### config.mk
export PLATFORM = sky130hd
export DESIGN_NAME = fifo_queue_with_search_reverse
export DESIGN_NICKNAME = d
export VERILOG_FILES = /design/src/rtl/fqsr_pkg.sv /design/src/rtl/fqsr_store.sv /design/src/rtl/fqsr_seq.sv /design/src/rtl/fifo_queue_with_search_reverse.sv
export SDC_FILE = /design/constraint.sdc
export NUM_CORES = 1
export LEC_CHECK = 0
export BUFFER_PORTS_ARGS = -buffer_cell sky130_fd_sc_hd__buf_2
export CORE_ASPECT_RATIO = 1.25
export CORE_UTILIZATION = 25
export DETAILED_ROUTE_END_ITERATION = 12
export HOLD_SLACK_MARGIN = 0.12
export MAX_ROUTING_LAYER = met4
export PLACE_DENSITY = 0.45
export SLEW_MARGIN = 30
export SYNTH_ARGS = -nofsm -noshare
export SYNTH_HDL_FRONTEND = slang
export SYNTH_SLANG_ARGS = --single-unit
### constraint.sdc
create_clock -name clk -period 9.7 [get_ports clk]
set_input_delay 1.94 -clock clk [delete_from_list [all_inputs] [get_ports clk]]
set_output_delay 1.94 -clock clk [all_outputs]
set_load 0.02 [all_outputs]
### src/rtl/fqsr_pkg.sv
// ----------------------------------------------------------------------------
// fqsr_pkg
// Shared types and constants for the searchable, reversible FIFO queue.
// ----------------------------------------------------------------------------
`default_nettype none

package fqsr_pkg;

    localparam int DEPTH_DEFAULT = 16;
    localparam int DATA_W        = 32;

    typedef enum logic [1:0] {
        FN_ENQ  = 2'd0,
        FN_DEQ  = 2'd1,
        FN_FIND = 2'd2,
        FN_REV  = 2'd3
    } func_t;

    typedef enum logic [1:0] {
        STS_OK       = 2'd0,
        STS_EMPTY    = 2'd1,
        STS_FULL     = 2'd2,
        STS_NOTFOUND = 2'd3
    } status_t;

    typedef enum logic [2:0] {
        ST_IDLE,
        ST_EXEC,
        ST_FIND,
        ST_RDF,
        ST_RDB,
        ST_CAPB,
        ST_OUT
    } state_t;

    typedef struct packed {
        func_t                     func;
        logic signed [DATA_W-1:0]  value;
    } req_t;

    typedef struct packed {
        status_t                   status;
        logic [3:0]                found_index;
        logic signed [DATA_W-1:0]  front_value;
        logic signed [DATA_W-1:0]  back_value;
        logic [4:0]                occupancy;
    } rsp_t;

endpackage

`default_nettype wire

### src/rtl/fqsr_store.sv
// ----------------------------------------------------------------------------
// fqsr_store
// Entry store: one write port, one read port with registered read data.
// ----------------------------------------------------------------------------
`default_nettype none

module fqsr_store #(
    parameter int DEPTH = fqsr_pkg::DEPTH_DEFAULT,
    parameter int AW    = $clog2(DEPTH)
) (
    input  wire logic                           clk,
    input  wire logic                           wr_en,
    input  wire logic [AW-1:0]                  wr_addr,
    input  wire logic [fqsr_pkg::DATA_W-1:0]    wr_data,
    input  wire logic [AW-1:0]                  rd_addr,
    output logic      [fqsr_pkg::DATA_W-1:0]    rd_data
);
    import fqsr_pkg::*;

    logic [DATA_W-1:0] mem [DEPTH];

    always_ff @(posedge clk)
    begin
        if (wr_en)
        begin
            mem[wr_addr] <= wr_data;
        end
    end

    always_ff @(posedge clk)
    begin
        rd_data <= mem[rd_addr];
    end

endmodule

`default_nettype wire

### src/rtl/fqsr_seq.sv
// ----------------------------------------------------------------------------
// fqsr_seq
// Sequencer: queue pointers, shared slot address unit, compare unit and the
// read steps for search, front and back.
// ----------------------------------------------------------------------------
`default_nettype none

module fqsr_seq #(
    parameter int DEPTH = fqsr_pkg::DEPTH_DEFAULT,
    parameter int AW    = $clog2(DEPTH),
    parameter int CW    = $clog2(DEPTH + 1)
) (
    input  wire logic                           clk,
    input  wire logic                           rst_n,
    input  wire logic                           start,
    input  wire fqsr_pkg::req_t                 req,
    output logic                                ready,
    output logic                                done_valid,
    output fqsr_pkg::rsp_t                      done,
    input  wire logic                           done_take,
    output logic                                wr_en,
    output logic      [AW-1:0]                  wr_addr,
    output logic      [fqsr_pkg::DATA_W-1:0]    wr_data,
    output logic      [AW-1:0]                  rd_addr,
    input  wire logic [fqsr_pkg::DATA_W-1:0]    rd_data
);
    import fqsr_pkg::*;

    localparam logic [CW-1:0] FULL_C   = CW'(DEPTH);
    localparam logic [AW:0]   DEPTH_W  = (AW + 1)'(DEPTH);
    localparam logic [AW-1:0] LAST_IDX = AW'(DEPTH - 1);

    state_t                    state_reg, state_next;
    logic [AW-1:0]             head_reg, head_next;
    logic [CW-1:0]             count_reg, count_next;
    logic                      rev_reg, rev_next;
    func_t                     func_reg, func_next;
    logic signed [DATA_W-1:0]  value_reg, value_next;
    status_t                   status_reg, status_next;
    logic [CW-1:0]             idx_reg, idx_next;
    logic                      cmp_valid_reg, cmp_valid_next;
    logic [CW-1:0]             cmp_pos_reg, cmp_pos_next;
    logic [CW-1:0]             found_reg, found_next;
    logic [DATA_W-1:0]         front_reg, front_next;
    logic [DATA_W-1:0]         back_reg, back_next;

    logic [CW-1:0]             pos_sel;
    logic [CW-1:0]             off_full;
    logic [AW:0]               slot_sum;
    logic [AW:0]               slot_wrap;
    logic [AW-1:0]             slot_addr;
    logic [AW-1:0]             head_dec;
    logic [AW-1:0]             head_inc;
    logic                      match;
    logic [CW+4:0]             occ_ext;
    logic [CW+3:0]             found_ext;

    // shared slot address unit
    always_comb
    begin
        pos_sel = idx_reg;
        case (state_reg)
            ST_EXEC: pos_sel = count_reg;
            ST_FIND: pos_sel = idx_reg;
            ST_RDF:  pos_sel = '0;
            ST_RDB:  pos_sel = count_reg - CW'(1);
            default: pos_sel = idx_reg;
        endcase
        if (rev_reg && (state_reg != ST_EXEC))
        begin
            off_full = count_reg - CW'(1) - pos_sel;
        end
        else
        begin
            off_full = pos_sel;
        end
        slot_sum  = {1'b0, head_reg} + {1'b0, off_full[AW-1:0]};
        slot_wrap = (slot_sum >= DEPTH_W) ? (slot_sum - DEPTH_W) : slot_sum;
        slot_addr = slot_wrap[AW-1:0];
    end

    assign head_dec = (head_reg == '0) ? LAST_IDX : (head_reg - AW'(1));
    assign head_inc = (head_reg == LAST_IDX) ? '0 : (head_reg + AW'(1));
    assign match    = cmp_valid_reg && (rd_data == value_reg);

    always_ff @(posedge clk or negedge rst_n)
    begin
        if (!rst_n)
        begin
            state_reg     <= ST_IDLE;
            head_reg      <= '0;
            count_reg     <= '0;
            rev_reg       <= 1'b0;
            cmp_valid_reg <= 1'b0;
        end
        else
        begin
            state_reg     <= state_next;
            head_reg      <= head_next;
            count_reg     <= count_next;
            rev_reg       <= rev_next;
            cmp_valid_reg <= cmp_valid_next;
        end
    end

    always_ff @(posedge clk)
    begin
        func_reg    <= func_next;
        value_reg   <= value_next;
        status_reg  <= status_next;
        idx_reg     <= idx_next;
        cmp_pos_reg <= cmp_pos_next;
        found_reg   <= found_next;
        front_reg   <= front_next;
        back_reg    <= back_next;
    end

    // next state
    always_comb
    begin
        state_next = state_reg;
        case (state_reg)
            ST_IDLE:
            begin
                if (start)
                begin
                    state_next = ST_EXEC;
                end
            end
            ST_EXEC:
            begin
                state_next = (func_reg == FN_FIND) ? ST_FIND : ST_RDF;
            end
            ST_FIND:
            begin
                if (match || (idx_reg == count_reg))
                begin
                    state_next = ST_RDF;
                end
            end
            ST_RDF:  state_next = ST_RDB;
            ST_RDB:  state_next = ST_CAPB;
            ST_CAPB: state_next = ST_OUT;
            ST_OUT:
            begin
                if (done_take)
                begin
                    state_next = ST_IDLE;
                end
            end
            default: state_next = ST_IDLE;
        endcase
    end

    // datapath and store control
    always_comb
    begin
        head_next      = head_reg;
        count_next     = count_reg;
        rev_next       = rev_reg;
        func_next      = func_reg;
        value_next     = value_reg;
        status_next    = status_reg;
        idx_next       = idx_reg;
        cmp_valid_next = cmp_valid_reg;
        cmp_pos_next   = cmp_pos_reg;
        found_next     = found_reg;
        front_next     = front_reg;
        back_next      = back_reg;
        wr_en          = 1'b0;
        wr_addr        = slot_addr;
        wr_data        = value_reg;
        rd_addr        = slot_addr;
        case (state_reg)
            ST_IDLE:
            begin
                if (start)
                begin
                    func_next  = req.func;
                    value_next = req.value;
                end
            end
            ST_EXEC:
            begin
                status_next    = STS_OK;
                found_next     = '0;
                idx_next       = '0;
                cmp_valid_next = 1'b0;
                case (func_reg)
                    FN_ENQ:
                    begin
                        if (count_reg == FULL_C)
                        begin
                            status_next = STS_FULL;
                        end
                        else
                        begin
                            wr_en      = 1'b1;
                            count_next = count_reg + CW'(1);
                            if (rev_reg)
                            begin
                                wr_addr   = head_dec;
                                head_next = head_dec;
                            end
                        end
                    end
                    FN_DEQ:
                    begin
                        if (count_reg == '0)
                        begin
                            status_next = STS_EMPTY;
                        end
                        else
                        begin
                            count_next = count_reg - CW'(1);
                            if (!rev_reg)
                            begin
                                head_next = head_inc;
                            end
                        end
                    end
                    FN_FIND:
                    begin
                        status_next = STS_NOTFOUND;
                    end
                    FN_REV:
                    begin
                        if (count_reg == '0)
                        begin
                            status_next = STS_EMPTY;
                        end
                        else if (count_reg != CW'(1))
                        begin
                            rev_next = !rev_reg;
                        end
                    end
                    default: status_next = STS_OK;
                endcase
            end
            ST_FIND:
            begin
                if (match)
                begin
                    status_next = STS_OK;
                    found_next  = cmp_pos_reg;
                end
                else if (idx_reg != count_reg)
                begin
                    cmp_valid_next = 1'b1;
                    cmp_pos_next   = idx_reg;
                    idx_next       = idx_reg + CW'(1);
                end
            end
            ST_RDB:
            begin
                front_next = (count_reg == '0) ? '0 : rd_data;
            end
            ST_CAPB:
            begin
                back_next = (count_reg == '0) ? '0 : rd_data;
            end
            default:
            begin
                wr_en = 1'b0;
            end
        endcase
    end

    assign occ_ext   = {5'b0, count_reg};
    assign found_ext = {4'b0, found_reg};

    assign ready             = (state_reg == ST_IDLE);
    assign done_valid        = (state_reg == ST_OUT);
    assign done.status       = status_reg;
    assign done.found_index  = found_ext[3:0];
    assign done.front_value  = front_reg;
    assign done.back_value   = back_reg;
    assign done.occupancy    = occ_ext[4:0];

endmodule

`default_nettype wire

### src/rtl/fifo_queue_with_search_reverse.sv
// ----------------------------------------------------------------------------
// fifo_queue_with_search_reverse
// Bounded FIFO of signed 32-bit values with search and order reversal.
// ----------------------------------------------------------------------------
// Takes one request at a time and gives one response per request. Enqueue,
// dequeue and reverse pass the execute, front read, back read, back capture
// and output states; a find adds a search state, walking the entries one
// per cycle. These steps come from the single read port of the entry store,
// which also serves the front and back reads of every response. The
// response sits in an output register, so the queue accepts the next
// request while that response waits. Reverse flips a direction flag only.
// ----------------------------------------------------------------------------
`default_nettype none

module fifo_queue_with_search_reverse #(
    parameter int DEPTH = fqsr_pkg::DEPTH_DEFAULT
) (
    input  wire logic               clk,
    input  wire logic               rst_n,
    input  wire logic               req_valid,
    output logic                    req_stall,
    input  wire fqsr_pkg::req_t     req,
    output logic                    rsp_valid,
    input  wire logic               rsp_stall,
    output fqsr_pkg::rsp_t          rsp
);
    import fqsr_pkg::*;

    localparam int AW = $clog2(DEPTH);
    localparam int CW = $clog2(DEPTH + 1);

    logic              ready;
    logic              start;
    logic              done_valid;
    rsp_t              done;
    logic              done_take;
    logic              wr_en;
    logic [AW-1:0]     wr_addr;
    logic [DATA_W-1:0] wr_data;
    logic [AW-1:0]     rd_addr;
    logic [DATA_W-1:0] rd_data;

    logic              rsp_valid_reg, rsp_valid_next;
    rsp_t              rsp_reg, rsp_next;

    assign req_stall = !ready;
    assign start     = req_valid && ready;
    assign done_take = !rsp_valid_reg || !rsp_stall;

    fqsr_seq #(
        .DEPTH (DEPTH),
        .AW    (AW),
        .CW    (CW)
    ) u_seq (
        .clk        (clk),
        .rst_n      (rst_n),
        .start      (start),
        .req        (req),
        .ready      (ready),
        .done_valid (done_valid),
        .done       (done),
        .done_take  (done_take),
        .wr_en      (wr_en),
        .wr_addr    (wr_addr),
        .wr_data    (wr_data),
        .rd_addr    (rd_addr),
        .rd_data    (rd_data)
    );

    fqsr_store #(
        .DEPTH (DEPTH),
        .AW    (AW)
    ) u_store (
        .clk     (clk),
        .wr_en   (wr_en),
        .wr_addr (wr_addr),
        .wr_data (wr_data),
        .rd_addr (rd_addr),
        .rd_data (rd_data)
    );

    always_comb
    begin
        rsp_valid_next = rsp_valid_reg && rsp_stall;
        rsp_next       = rsp_reg;
        if (done_valid && done_take)
        begin
            rsp_valid_next = 1'b1;
            rsp_next       = done;
        end
    end

    always_ff @(posedge clk or negedge rst_n)
    begin
        if (!rst_n)
        begin
            rsp_valid_reg <= 1'b0;
        end
        else
        begin
            rsp_valid_reg <= rsp_valid_next;
        end
    end

    always_ff @(posedge clk)
    begin
        rsp_reg <= rsp_next;
    end

    assign rsp_valid = rsp_valid_reg;
    assign rsp       = rsp_reg;

endmodule

`default_nettype wire
==> flow_metrics.env <==
export IMPL_status="finished clean"
export IMPL_synth_simple_area_share=0.0385
export IMPL_met1Wirelength_mm=28.4
export IMPL_start_kind="register"
export IMPL_grt_max_degree=84
export IMPL_rows=138
export IMPL_fmax_mhz=177
export IMPL_syn_num_nets=1480
export IMPL_hold_class="register to register"
export IMPL_fin_skew_ns=0.0269
export IMPL_grt_usage=0.122
export IMPL_cts_htree_levels=3
export IMPL_antenna_found_initial=2
export IMPL_holdBufCountCts=0
export IMPL_min_period_over_period=0.582
export IMPL_die_y_um=379
export IMPL_clkLatencyLatePin_ns=0.65
export IMPL_crit_arrival_ns=5.94
export IMPL_synthArstFlopShare=0.0201
export IMPL_syn_cell_area_um2=28500
export IMPL_fin_crit_ns=5.65
export IMPL_synthAdderAreaFrac=0.00756
export IMPL_end_kind="register"
export IMPL_synth_area_per_cell_um2=20.0
export IMPL_ioPinCount=115
export IMPL_maxCapViolations=0
export IMPL_drive_gt1_frac=0.260
export IMPL_detailedPlacementHpwl_mm=42.2
export IMPL_synth_mux_area_frac=0.113
export IMPL_port_buffers=114
export IMPL_yosys_area_top_type="edfxtp_1"
export IMPL_dieArea_um2=115000
export IMPL_ys_seq_area_frac=0.774
export IMPL_synth_xor_area_frac=0.0166
export IMPL_viasPerCell=4.36
export IMPL_start_util=0.252
export IMPL_synth_most_common_cell="edfxtp_1"
export IMPL_drc=0
export IMPL_clockRootBuffer="clkbuf_16"
export IMPL_path_class="register to register"
export IMPL_grt_pass1_wl_mm=100
export IMPL_initialDrtViolationCount=1130
export IMPL_crit_required_ns=9.99
export IMPL_synth_top_area_frac=0.738
export IMPL_grt_overflow_total=0
export IMPL_tightest_slew_ns=0.932
export IMPL_cts_buffers=75
export IMPL_top_layer_used="met4"
export IMPL_slew_headroom=0.376
export IMPL_coreArea_um2=113000
export IMPL_finalSetupTns_ns=0
export IMPL_antenna_left=0
export IMPL_setup_viol=0
export IMPL_met3_length_mm=2.90
export IMPL_largest_register_ffs=512
export IMPL_synth_edf_count=700
export IMPL_cts_setup_buffers=0
export IMPL_antennaDiodeCount=0
export IMPL_wl_mm=67.6
export IMPL_finalHoldViolations=0
export IMPL_die_x_um=304
export IMPL_wl_per_cell_um=21.7
export IMPL_clk_pin_slew_ns=0.06
export IMPL_synth_commonest_cells="700 x edfxtp_1, 128 x mux4_2, 86 x nor2_1, 39 x clkbuf_1, 38 x nor2b_1"
export IMPL_finalMaxSlewViolations=0
export IMPL_fillers=10900
export IMPL_ctsLongestPathBuffers=3
export IMPL_synth_distinct_cells=69
export IMPL_cts_repair_resized=0
export IMPL_clock_sinks=747
export IMPL_synth_top_family_by_area="multiplexers"
export IMPL_tritoncts="done"
export IMPL_wl_met2_mm=35.0
export IMPL_grt_pass1_vias=14600
export IMPL_yosys_warnings=0
export IMPL_vias=13600
export IMPL_path_max_fanout=35
export IMPL_synth_seq_cells=747
export IMPL_nets=1643
export IMPL_netlist_instances=1426
export IMPL_synth_compound_area_share=0.0370
export IMPL_place_congestion=0.745
export IMPL_synth_flop_cell="edfxtp_1"
export IMPL_ys_top_cells_by_area="edfxtp_1 74%, mux4_2 10%, dfxtp_1 2.3%, dfrtp_1 1.3%, nor2_1 1.1%"
export IMPL_rsz0062_at_grt="no"
export IMPL_area_delta_synth_final_pct=18.5
export IMPL_firstDrtPassIters=5
## per-layer routing
layer  global-route usage  vias to the layer above
li1                     -                     6039
met1                0.146                     7196
met2                0.211                      290
met3               0.0204                       79
met4               0.0381                        0
met5                    -                        -
## path summary, 6_finish.rpt
path                               startpoint            endpoint  slack [ns]  cells after the start
max                        u_seq.count_reg[0]  u_store.mem[5][17]        4.05                     17
min                        u_seq.back_reg[19]             rsp[24]        0.41                      0
max reg2reg                u_seq.count_reg[0]  u_store.mem[5][17]        4.05                     17
min reg2reg                u_seq.back_reg[19]             rsp[24]        0.41                      0
max in group asynchronous               rst_n           rsp_valid        8.20                      1
min in group asynchronous               rst_n  u_seq.count_reg[2]        1.21                      1
## cell families (layout without fill, tap and decap cells)
group / Yosys count / after routing
simple gates: 216 / 216
fa+ha+maj: 16 / 16
buf+inv: 83 / 304
mux: 160 / 160
compound gates: 150 / 150
flops: 747 / 747
xor+xnor: 54 / 54
## layout make-up
class	instances	area, um2	share of cell area
Tap cell	1470	1840	0.0545
Sequential cell	747	22000	0.653
Clock buffer	92	2000	0.0594
Timing Repair Buffer	154	1010	0.0300
Inverter	15	56.3	0.00167
Multi-Input combinational cell	596	6280	0.186
Clock inverter	43	509	0.0151
## worst max-delay path: stages, from the launching register on
cell and delay [ns]:
dfrtp_1 0.67, inv_1 0.13, ha_1 0.26, xor2_1 0.18, mux2_2 0.30, o21ai_0 0.26, ha_1 0.32, xor2_1 0.15
nand2_1 0.07, o21ai_0 0.10, ha_1 0.41, a21oi_1 0.29, xnor2_1 0.18, o31ai_4 0.08, buf_4 0.53, nand3_4 0.25
a21oi_4 0.55, buf_4 0.49
## through the flow
step	cells	hold WS [ns]	instance area, um2	utilization	worst slack (ns)
floorplan	1426	0.400	28500	-	3.67
global placement	2975	0.405	31000	0.274	3.95
detailed placement	2982	0.406	31200	0.276	4.01
CTS	3117	0.411	33700	0.298	3.99
global route	3117	0.425	33700	0.298	3.63
finish	3117	0.413	33700	0.298	4.05
## layout by cell type, fill, tap and decap left out, types with 5 or more instances in the layout
master,count
a21boi_1,29
a21oi_1,20
a21oi_4,13
and2_1,6
buf_16,6
buf_2,114
buf_4,32
bufinv_16,10
clkbuf_1,14
clkbuf_16,78
clkinv_1,12
clkinv_2,11
dfrtp_1,15
dfxtp_1,32
edfxtp_1,700
ha_1,13
inv_1,14
mux2i_1,31
mux4_2,128
nand2_1,32
nand2b_1,5
nand3_1,8
nand4_1,7
nor2_1,80
nor2_4,6
nor2b_1,38
nor3_1,6
nor4_1,6
o211ai_1,31
o21ai_0,14
xnor2_1,33
xor2_1,19
Power is not shown: default switching activity piles up to over one toggle a cycle in this logic, so the estimate is an artifact.
